`src/hdl/cfba_pkg.sv`:
```
// shared types and codes for the chained free block allocator
// no dependencies; used by chained_free_block_allocator
`default_nettype none

package cfba_pkg;

  localparam int unsigned BLK_W  = 32;
  localparam int unsigned KIND_W = 3;
  localparam int unsigned WIDX_W = 6;

  typedef logic [BLK_W-1:0] blk_t;

  typedef enum logic [1:0] {
    ACT_ALLOC  = 2'd0,
    ACT_FREE   = 2'd1,
    ACT_REFILL = 2'd2,
    ACT_NONE   = 2'd3
  } action_t;

  typedef enum logic [KIND_W-1:0] {
    KIND_GRANT    = 3'd0,
    KIND_NO_SPACE = 3'd1,
    KIND_REQUEST  = 3'd2,
    KIND_SPILL    = 3'd3,
    KIND_FREED    = 3'd4,
    KIND_BAD_FREE = 3'd5,
    KIND_REJECT   = 3'd6
  } kind_t;

  typedef enum logic [3:0] {
    ST_IDLE,
    ST_ALLOC_CHK,
    ST_ALLOC_RD,
    ST_FREE_CHK,
    ST_SPILL_CNT,
    ST_SPILL_RD,
    ST_FREE_PUSH,
    ST_REFILL,
    ST_REJECT
  } state_t;

  typedef enum logic {
    REG_FIRST_DATA_BLOCK = 1'b0,
    REG_VOLUME_BLOCKS    = 1'b1
  } reg_idx_t;

endpackage

`default_nettype wire

```
`src/hdl/chained_free_block_allocator.sv`:
```
// Chained free block allocator. An in-core stack of up to STACK_SIZE free block
// numbers lives in one ram with a registered read; a small sequencer reads,
// checks and writes it back one item at a time. An allocate checks the count,
// then reads the top entry and pops again for each out-of-range entry skipped;
// a free checks the block number and pushes it, a free on a full stack first
// streams the count and the entries out as spill words (one ram read per entry),
// a refill word is loaded into the count or the stack, and a rejected item is
// answered with a reject. Each result word passes through the output register;
// a stalled output holds the sequencer in place.
// Depends on cfba_pkg and cfba_ram.
`default_nettype none

module chained_free_block_allocator #(
  parameter int unsigned STACK_SIZE = 50
) (
  input  wire logic        clk,
  input  wire logic        rst_n,

  input  wire logic        cfg_we,
  input  wire logic        cfg_index,
  input  wire logic [31:0] cfg_wdata,

  input  wire logic        in_valid,
  output logic             in_ready,
  input  wire logic [1:0]  in_action,
  input  wire logic [31:0] in_block_num,
  input  wire logic [31:0] in_refill_word,
  input  wire logic        in_read_ok,

  output logic             out_valid,
  input  wire logic        out_ready,
  output logic [2:0]       out_kind,
  output logic [31:0]      out_block_num_res,
  output logic [31:0]      out_word,
  output logic [5:0]       out_word_index,
  output logic [31:0]      out_total_free,
  output logic             out_dirty,
  output logic             out_last
);

  localparam int unsigned IDX_W = (STACK_SIZE > 1) ? $clog2(STACK_SIZE) : 1;
  localparam int unsigned POS_W = $clog2(STACK_SIZE + 1);
  localparam logic [31:0] SS32  = 32'(STACK_SIZE);
  localparam logic [POS_W-1:0] POS_LAST = POS_W'(STACK_SIZE);
  localparam logic [IDX_W-1:0] IDX_LAST = IDX_W'(STACK_SIZE - 1);

  cfba_pkg::state_t state_r, state_nxt;

  logic [31:0] first_blk_r, vol_blk_r;
  logic [31:0] count_r, count_nxt;
  logic [31:0] total_r, total_nxt;
  logic        mod_r, mod_nxt;
  logic        pend_r, pend_nxt;
  logic [POS_W-1:0] pos_r, pos_nxt;
  logic [31:0] pblk_r, pblk_nxt;
  logic [IDX_W-1:0] idx_r, idx_nxt;

  // latched input word
  logic [31:0] bn_r, rw_r;
  logic        ok_r;

  // output register
  logic        out_valid_r;
  logic [2:0]  kind_r;
  logic [31:0] blk_res_r, word_r, tot_out_r;
  logic [5:0]  widx_r;
  logic        dirty_r, last_r;

  // ram ports
  logic             m_we, m_re;
  logic [IDX_W-1:0] m_waddr, m_raddr;
  logic [31:0]      m_wdata, m_rdata;

  // result being produced this cycle
  logic              emit;
  cfba_pkg::kind_t   e_kind;
  logic [31:0]       e_blk, e_word, e_tot;
  logic [5:0]        e_widx;
  logic              e_dirty, e_last;
  logic              advance;

  logic [31:0] cnt_dec;
  logic        cnt_nonpos, cnt_over, cnt_full;
  logic        rd_oor, bn_oor, rfl_nonpos;

  cfba_ram #(
    .WIDTH  (32),
    .DEPTH  (STACK_SIZE),
    .ADDR_W (IDX_W)
  ) u_stack (
    .clk   (clk),
    .we    (m_we),
    .waddr (m_waddr),
    .wdata (m_wdata),
    .re    (m_re),
    .raddr (m_raddr),
    .rdata (m_rdata)
  );

  assign cnt_dec    = count_r - 32'd1;
  assign cnt_nonpos = (count_r == 32'd0) || count_r[31];
  assign cnt_over   = !count_r[31] && (count_r > SS32);
  assign cnt_full   = count_r >= SS32;
  assign rd_oor     = (m_rdata < first_blk_r) || (m_rdata >= vol_blk_r);
  assign bn_oor     = (bn_r < first_blk_r) || (bn_r >= vol_blk_r);
  assign rfl_nonpos = cnt_nonpos;

  assign in_ready = (state_r == cfba_pkg::ST_IDLE);
  assign advance  = !emit || !out_valid_r || out_ready;

  // result generation and ram control
  always_comb begin
    emit    = 1'b0;
    e_kind  = cfba_pkg::KIND_REJECT;
    e_blk   = '0;
    e_word  = '0;
    e_widx  = '0;
    e_tot   = total_r;
    e_dirty = mod_r;
    e_last  = 1'b1;
    m_we    = 1'b0;
    m_waddr = '0;
    m_wdata = '0;
    m_re    = 1'b0;
    m_raddr = '0;
    unique case (state_r)
      cfba_pkg::ST_IDLE: begin
      end
      cfba_pkg::ST_ALLOC_CHK: begin
        if (cnt_nonpos || cnt_over) begin
          emit   = 1'b1;
          e_kind = cfba_pkg::KIND_NO_SPACE;
        end else begin
          m_re    = 1'b1;
          m_raddr = cnt_dec[IDX_W-1:0];
        end
      end
      cfba_pkg::ST_ALLOC_RD: begin
        if (m_rdata == 32'd0) begin
          emit   = 1'b1;
          e_kind = cfba_pkg::KIND_NO_SPACE;
        end else if (!rd_oor) begin
          emit  = 1'b1;
          e_blk = m_rdata;
          if (count_r == 32'd0) begin
            e_kind = cfba_pkg::KIND_REQUEST;
          end else begin
            e_kind  = cfba_pkg::KIND_GRANT;
            e_tot   = total_r - 32'd1;
            e_dirty = 1'b1;
          end
        end
      end
      cfba_pkg::ST_FREE_CHK: begin
        if (bn_oor) begin
          emit   = 1'b1;
          e_kind = cfba_pkg::KIND_BAD_FREE;
          e_blk  = bn_r;
        end else if (cnt_nonpos) begin
          // empty list: entry 0 becomes the end-of-chain mark
          m_we    = 1'b1;
          m_waddr = '0;
          m_wdata = '0;
        end
      end
      cfba_pkg::ST_SPILL_CNT: begin
        emit    = 1'b1;
        e_kind  = cfba_pkg::KIND_SPILL;
        e_blk   = bn_r;
        e_word  = count_r;
        e_tot   = total_r + 32'd1;
        e_dirty = 1'b1;
        e_last  = 1'b0;
        m_re    = !out_valid_r || out_ready;
        m_raddr = '0;
      end
      cfba_pkg::ST_SPILL_RD: begin
        emit    = 1'b1;
        e_kind  = cfba_pkg::KIND_SPILL;
        e_blk   = bn_r;
        e_word  = m_rdata;
        e_widx  = 6'(idx_r) + 6'd1;
        e_tot   = total_r + 32'd1;
        e_dirty = 1'b1;
        e_last  = 1'b0;
        m_re    = (!out_valid_r || out_ready) && (idx_r != IDX_LAST);
        m_raddr = idx_r + IDX_W'(1);
      end
      cfba_pkg::ST_FREE_PUSH: begin
        emit    = 1'b1;
        e_kind  = cfba_pkg::KIND_FREED;
        e_blk   = bn_r;
        e_tot   = total_r + 32'd1;
        e_dirty = 1'b1;
        m_we    = !out_valid_r || out_ready;
        m_waddr = count_r[IDX_W-1:0];
        m_wdata = bn_r;
      end
      cfba_pkg::ST_REFILL: begin
        if (!ok_r) begin
          emit   = 1'b1;
          e_kind = cfba_pkg::KIND_NO_SPACE;
        end else begin
          if (pos_r != '0) begin
            m_we    = 1'b1;
            m_waddr = IDX_W'(pos_r - POS_W'(1));
            m_wdata = rw_r;
          end
          if (pos_r == POS_LAST) begin
            emit = 1'b1;
            if (rfl_nonpos) begin
              e_kind = cfba_pkg::KIND_NO_SPACE;
            end else begin
              e_kind  = cfba_pkg::KIND_GRANT;
              e_blk   = pblk_r;
              e_tot   = total_r - 32'd1;
              e_dirty = 1'b1;
            end
          end
        end
      end
      cfba_pkg::ST_REJECT: begin
        emit   = 1'b1;
        e_kind = cfba_pkg::KIND_REJECT;
      end
      default: begin
      end
    endcase
  end

  // next state
  always_comb begin
    state_nxt = state_r;
    unique case (state_r) inside
      cfba_pkg::ST_IDLE: begin
        if (in_valid) begin
          if (in_action == cfba_pkg::ACT_ALLOC && !pend_r) begin
            state_nxt = cfba_pkg::ST_ALLOC_CHK;
          end else if (in_action == cfba_pkg::ACT_FREE && !pend_r) begin
            state_nxt = cfba_pkg::ST_FREE_CHK;
          end else if (in_action == cfba_pkg::ACT_REFILL && pend_r) begin
            state_nxt = cfba_pkg::ST_REFILL;
          end else begin
            state_nxt = cfba_pkg::ST_REJECT;
          end
        end
      end
      cfba_pkg::ST_ALLOC_CHK: begin
        if (advance) begin
          state_nxt = emit ? cfba_pkg::ST_IDLE : cfba_pkg::ST_ALLOC_RD;
        end
      end
      cfba_pkg::ST_ALLOC_RD: begin
        if (advance) begin
          // out-of-range entry: drop it and pop again
          state_nxt = emit ? cfba_pkg::ST_IDLE : cfba_pkg::ST_ALLOC_CHK;
        end
      end
      cfba_pkg::ST_FREE_CHK: begin
        if (advance) begin
          if (emit) begin
            state_nxt = cfba_pkg::ST_IDLE;
          end else if (!cnt_nonpos && cnt_full) begin
            state_nxt = cfba_pkg::ST_SPILL_CNT;
          end else begin
            state_nxt = cfba_pkg::ST_FREE_PUSH;
          end
        end
      end
      cfba_pkg::ST_SPILL_CNT: begin
        if (advance) begin
          state_nxt = cfba_pkg::ST_SPILL_RD;
        end
      end
      cfba_pkg::ST_SPILL_RD: begin
        if (advance && idx_r == IDX_LAST) begin
          state_nxt = cfba_pkg::ST_FREE_PUSH;
        end
      end
      cfba_pkg::ST_FREE_PUSH, cfba_pkg::ST_REFILL, cfba_pkg::ST_REJECT: begin
        if (advance) begin
          state_nxt = cfba_pkg::ST_IDLE;
        end
      end
      default: begin
        state_nxt = cfba_pkg::ST_IDLE;
      end
    endcase
  end

  // allocator state updates
  always_comb begin
    count_nxt = count_r;
    total_nxt = total_r;
    mod_nxt   = mod_r;
    pend_nxt  = pend_r;
    pos_nxt   = pos_r;
    pblk_nxt  = pblk_r;
    idx_nxt   = idx_r;
    if (advance) begin
      unique case (state_r)
        cfba_pkg::ST_ALLOC_CHK: begin
          count_nxt = emit ? 32'd0 : cnt_dec;
        end
        cfba_pkg::ST_ALLOC_RD: begin
          if (m_rdata == 32'd0) begin
            count_nxt = 32'd0;
          end else if (!rd_oor) begin
            if (count_r == 32'd0) begin
              pend_nxt = 1'b1;
              pos_nxt  = '0;
              pblk_nxt = m_rdata;
            end else begin
              total_nxt = total_r - 32'd1;
              mod_nxt   = 1'b1;
            end
          end
        end
        cfba_pkg::ST_FREE_CHK: begin
          if (!bn_oor && cnt_nonpos) begin
            count_nxt = 32'd1;
          end
        end
        cfba_pkg::ST_SPILL_CNT: begin
          idx_nxt = '0;
        end
        cfba_pkg::ST_SPILL_RD: begin
          if (idx_r == IDX_LAST) begin
            count_nxt = 32'd0;
          end else begin
            idx_nxt = idx_r + IDX_W'(1);
          end
        end
        cfba_pkg::ST_FREE_PUSH: begin
          count_nxt = count_r + 32'd1;
          total_nxt = total_r + 32'd1;
          mod_nxt   = 1'b1;
        end
        cfba_pkg::ST_REFILL: begin
          if (!ok_r) begin
            pend_nxt  = 1'b0;
            pos_nxt   = '0;
            count_nxt = 32'd0;
          end else begin
            if (pos_r == '0) begin
              count_nxt = rw_r;
            end
            if (pos_r == POS_LAST) begin
              pend_nxt = 1'b0;
              pos_nxt  = '0;
              if (rfl_nonpos) begin
                count_nxt = 32'd0;
              end else begin
                total_nxt = total_r - 32'd1;
                mod_nxt   = 1'b1;
              end
            end else begin
              pos_nxt = pos_r + POS_W'(1);
            end
          end
        end
        default: begin
        end
      endcase
    end
  end

  always_ff @(posedge clk) begin
    if (!rst_n) begin
      state_r     <= cfba_pkg::ST_IDLE;
      first_blk_r <= '0;
      vol_blk_r   <= '0;
      count_r     <= '0;
      total_r     <= '0;
      mod_r       <= 1'b0;
      pend_r      <= 1'b0;
      pos_r       <= '0;
      pblk_r      <= '0;
      idx_r       <= '0;
      out_valid_r <= 1'b0;
    end else begin
      state_r <= state_nxt;
      count_r <= count_nxt;
      total_r <= total_nxt;
      mod_r   <= mod_nxt;
      pend_r  <= pend_nxt;
      pos_r   <= pos_nxt;
      pblk_r  <= pblk_nxt;
      idx_r   <= idx_nxt;
      if (cfg_we) begin
        unique case (cfg_index)
          cfba_pkg::REG_FIRST_DATA_BLOCK: first_blk_r <= cfg_wdata;
          cfba_pkg::REG_VOLUME_BLOCKS:    vol_blk_r   <= cfg_wdata;
          default: begin
          end
        endcase
      end
      if (emit && advance) begin
        out_valid_r <= 1'b1;
      end else if (out_ready) begin
        out_valid_r <= 1'b0;
      end
    end
  end

  // payload registers
  always_ff @(posedge clk) begin
    if (in_valid && in_ready) begin
      bn_r <= in_block_num;
      rw_r <= in_refill_word;
      ok_r <= in_read_ok;
    end
    if (emit && advance) begin
      kind_r    <= e_kind;
      blk_res_r <= e_blk;
      word_r    <= e_word;
      widx_r    <= e_widx;
      tot_out_r <= e_tot;
      dirty_r   <= e_dirty;
      last_r    <= e_last;
    end
  end

  assign out_valid         = out_valid_r;
  assign out_kind          = kind_r;
  assign out_block_num_res = blk_res_r;
  assign out_word          = word_r;
  assign out_word_index    = widx_r;
  assign out_total_free    = tot_out_r;
  assign out_dirty         = dirty_r;
  assign out_last          = last_r;

endmodule

`default_nettype wire

```
`src/hdl/cfba_ram.sv`:
```
// generic single-port-write, single-port-read ram with registered read data
// no dependencies
`default_nettype none

module cfba_ram #(
  parameter int unsigned WIDTH  = 32,
  parameter int unsigned DEPTH  = 50,
  parameter int unsigned ADDR_W = 6
) (
  input  wire logic              clk,
  input  wire logic              we,
  input  wire logic [ADDR_W-1:0] waddr,
  input  wire logic [WIDTH-1:0]  wdata,
  input  wire logic              re,
  input  wire logic [ADDR_W-1:0] raddr,
  output logic      [WIDTH-1:0]  rdata
);

  logic [WIDTH-1:0] mem [DEPTH];

  always_ff @(posedge clk) begin
    if (we) begin
      mem[waddr] <= wdata;
    end
    if (re) begin
      rdata <= mem[raddr];
    end
  end

endmodule

`default_nettype wire
```
`config.mk`:
```
export PLATFORM = sky130hd
export DESIGN_NAME = chained_free_block_allocator
export DESIGN_NICKNAME = d
export VERILOG_FILES = /design/src/hdl/cfba_pkg.sv /design/src/hdl/chained_free_block_allocator.sv /design/src/hdl/cfba_ram.sv
export SDC_FILE = /design/constraint.sdc
export NUM_CORES = 2
export LEC_CHECK = 0
export BUFFER_PORTS_ARGS = -buffer_cell sky130_fd_sc_hd__clkbuf_2
export CAP_MARGIN = 20
export CORE_ASPECT_RATIO = 1.25
export CORE_MARGIN = 2
export CORE_UTILIZATION = 56
export DETAILED_ROUTE_END_ITERATION = 6
export PLACE_DENSITY_LB_ADDON = 0.08
export SYNTH_ARGS = -nofsm -noshare
export SYNTH_HDL_FRONTEND = slang
export SYNTH_SLANG_ARGS = --single-unit
```
`constraint.sdc`:
```
create_clock -name clk -period 7.7 [get_ports clk]
set_input_delay 0.77 -clock clk [delete_from_list [all_inputs] [get_ports clk]]
set_output_delay 0.77 -clock clk [all_outputs]
set_load 0.1 [all_outputs]
```
==> impl_metrics.py <==
metrics = {
    "run_status": {
        "status": "finished, violations left",
        "failed_checks": "DRC",
    },
    "die": {
        "rows": 159,
        "die_x_um": 351.3,
        "die-height_um": 438.1,
        "ioPinCount": 214,
        "start_util": 0.5628,
        "die_area_mm2": 0.1539,
        "core_mm2": 0.1500,
    },
    "placement": {
        "place.gp.congestion": 0.9998,
        "portBuffers": 213,
        "hpwl_um": 173500,
    },
    "sta": {
        "tns_ns": 0,
        "report.final.setup_viol": 0,
        "finalCritPeriodShare": 0.8100,
        "relSlewSlack": 0.1313,
        "fin_crit_ns": 6.237,
        "tightest_slew_ns": 1.303,
        "hold_viol_final": 0,
        "fmax_ghz": 0.1603,
        "fin_skew_ns": 0.03643,
        "drv_slew": 0,
        "grt_setup_unrepaired": "no",
    },
    "power_and_ir_drop": {
        "p_clk_frac": 0.279,
        "sw_frac_of_total": 0.3885,
        "p_comb_frac": 0.313,
        "power_switching_mw": 12.69,
        "ir_drop_mv": 0.5762,
        "p_int_mw": 19.97,
        "p_seq_frac": 0.408,
        "power_density_mw_per_mm2": 345.0,
        "leakagePower_nw": 34.66,
    },
    "worst_setup_path": {
        "arrival_ns": 6.74,
        "cp_max_fo": 115,
        "endpoint_kind": "flip-flop",
        "cp_data_required_time_ns": 8.20,
        "crit_chain": "inv_1 -> ha_1 -> or4b_2 -> nor2_1 -> nor3_1 -> a21oi_4 -> buf_12 -> buf_4 -> nand3_1 -> o21ai_0 -> a2111oi_0 -> o21ai_0 -> o221ai_1",
        "crit_type": "flip-flop to flip-flop",
        "cp_slowest_stage_delay_ns": 0.92,
        "worst_path_max_delay_cell": "buf_4",
        "cpMostUsedCell": "o21ai_0",
        "cp-start-kind": "flip-flop",
    },
    "clock_network": {
        "path_clk_slew_ns": 0.06,
        "post_cts_resized": 0,
        "cts_sinks": 1983,
        "clock-root-buffer": "clkbuf_16",
        "cts_buffers": 190,
        "htree_levels": 4,
        "cts_tree": "done",
        "clk_latency_ns": 0.86,
        "cts_buffer_depth": 3,
        "cts_setup_buffers": 0,
        "holdBufCountCts": 0,
    },
    "logic_synthesis": {
        "syn_inst": 7111,
        "yosysSeqAreaShare": 0.6841,
        "synthArstFlopShare": 0,
        "netlist_area_mm2": 0.08442,
        "synth_edf_count": 1804,
        "synth_seq_cells": 1983,
        "synth_area_per_cell_um2": 11.87,
        "ys_warn_count": 0,
        "synthFlopType": "edfxtp_1",
        "synthDistinctLibCells": 84,
        "syn_nets": 7353,
    },
    "flow_run": {
        "cap_violations": 0,
    },
    "detailed_routing": {
        "totalWireLength_um": 274900,
        "wl_per_cell_um": 29.18,
        "antenna_left": 0,
        "vias": 60680,
        "drc": 1,
        "viasPerCell": 6.442,
        "first_pass_iters": 7,
        "drtIter0Drc": 8320,
    },
    "global_route": {
        "grt_max_degree": 169,
        "gr-total-overflow": 0,
        "grt_antenna_before_repair": 17,
        "grt_usage": 0.3533,
        "grt_pass1_wl_um": 394600,
        "grt_pass1_vias": 57100,
    },
    "cells_and_area": {
        "drive_gt1_frac": 0.1126,
        "multi_input_area_mm2": 0.02499,
        "register_area_mm2": 0.05776,
        "syn2layout_area_growth_pct": 12.12,
        "nNetsFinal": 7482,
        "post-route-util": 0.6310,
        "fillCellCount": 11680,
    },
    "min_path": {
        "min_path_type": "primary input to flip-flop",
    },
}
==> cell families after synthesis <==
logic type	count (synthesis)	share of synthesized area
compound gates	1151	0.09405
xor+xnor	64	0.006640
fa+ha+maj	137	0.02030
buf+inv	616	0.02763
flops	1983	0.6841
mux	84	0.009959
simple gates	3076	0.1573
==> critical path, delay by kind of cell (launching register included) <==
family	cells	cell delay, ns
and+or+nand+nor	4	1.23
buffers and inverters	3	1.58
AOI/OAI and AO/OA	5	2.19
DFF	1	0.43
adders and majority gates	1	0.27
==> power groups by stage <==
stage	logic, mW	clock network [mW]	registers (mW)
after detailed placement	10.0	0	13.5
final	10.2	9.12	13.3
after global placement	9.92	0	13.5
after floorplan	4.79	0	15.3
after CTS	10.0	9.18	13.3
after global routing	10.7	9.57	13.4
==> layer usage <==
layer  GRT usage  vias up  wire length, µm
met5           0        -               49
met2      0.5507     3638           127000
met3     0.06573      652            27920
met4      0.1915        8            16430
li1            -    26600                -
met1      0.4717    29780           103500
==> cell type report <==
cell class / count / share of cell area
diodes: 8 / 0.0002115
flip-flops and latches: 1983 / 0.6102
clock inverters: 108 / 0.009676
inverters: 127 / 0.005063
multi-input cells: 4512 / 0.2640
well taps: 2012 / 0.02660
clock buffers: 243 / 0.05334
repair buffers: 426 / 0.03100
==> state kept, by name (all words and copies together) (netlist names), 32 cells and up <==
| signal | count |
|---|---|
| out_word | 32 |
| total_r | 32 |
| u_stack.mem | 1600 |
| rw_r | 32 |
| u_stack.rdata | 32 |
| pblk_r | 32 |
| out_total_free | 32 |
| bn_r | 32 |
| vol_blk_r | 32 |
| first_blk_r | 32 |
| count_r | 32 |
| out_block_num_res | 32 |
==> path summary, 6_finish.rpt <==
path | cells after the start | to | start | slack, ns
worst min-delay path | 1 | bn_r[22] | in_block_num[22] | 0.09
worst min register to register | 2 | vol_blk_r[15] | vol_blk_r[15] | 0.45
worst max-delay path | 13 | u_stack.rdata[3] | count_r[0] | 1.46
worst max register to register | 13 | u_stack.rdata[3] | count_r[0] | 1.46
==> layout by cell type, fill, tap and decap left out, types with 31 or more instances in the layout <==
cell type / Yosys / final
a2111oi_0: 33 / 33
a22o_1: 64 / 33
o22ai_1: 57 / 57
o221ai_1: 35 / 34
nand4_1: 32 / 32
ha_1: 137 / 137
a222oi_1: 34 / 34
clkbuf_16: 0 / 194
nor2_4: 0 / 57
a32oi_1: 38 / 38
a32o_1: 32 / 32
clkbuf_1: 439 / 48
xnor2_1: 36 / 36
a22o_2: 0 / 31
buf_4: 0 / 189
clkinv_1: 0 / 43
edfxtp_1: 1804 / 1804
a21oi_1: 231 / 229
nor3_1: 122 / 119
nand3_1: 635 / 635
inv_1: 127 / 126
dfxtp_1: 179 / 179
mux2i_1: 84 / 84
a311oi_1: 59 / 58
and3_1: 117 / 117
nand2_1: 1746 / 1745
nor4_1: 34 / 33
clkbuf_2: 0 / 213
nor2_1: 290 / 231
clkinv_2: 0 / 31
o21ai_0: 198 / 196
a31oi_1: 163 / 162
==> cells in the mapped netlist, types with 35 or more instances <==
master    count  area share
a21oi_1     231       0.014
a22o_1       64      0.0066
a311oi_1     59      0.0061
a31oi_1     163       0.012
a32oi_1      38      0.0039
and3_1      117      0.0087
clkbuf_1    439       0.020
dfxtp_1     179       0.042
edfxtp_1   1804        0.64
ha_1        137       0.020
inv_1       127      0.0056
mux2i_1      84       0.010
nand2_1    1746       0.078
nand3_1     635       0.038
nor2_1      290       0.013
nor3_1      122      0.0072
o21ai_0     198       0.012
o221ai_1     35      0.0036
o22ai_1      57      0.0042
xnor2_1      36      0.0037
==> through the flow <==
step                      hold slack, ns  worst slack [ns]  power (mW)  area, µm²  cells
after floorplan                   0.4335            0.3811       20.07      84420   7111
after global placement            0.4436             1.461       23.41      88500   9050
after detailed placement          0.4474             1.612       23.51      88610   9057
after CTS                        0.04693             1.599       32.51      94570   9408
after global routing             0.07432             1.141       33.68      94650   9417
final                            0.09224             1.463       32.66      94660   9419
(Power assumes the default switching activity.)
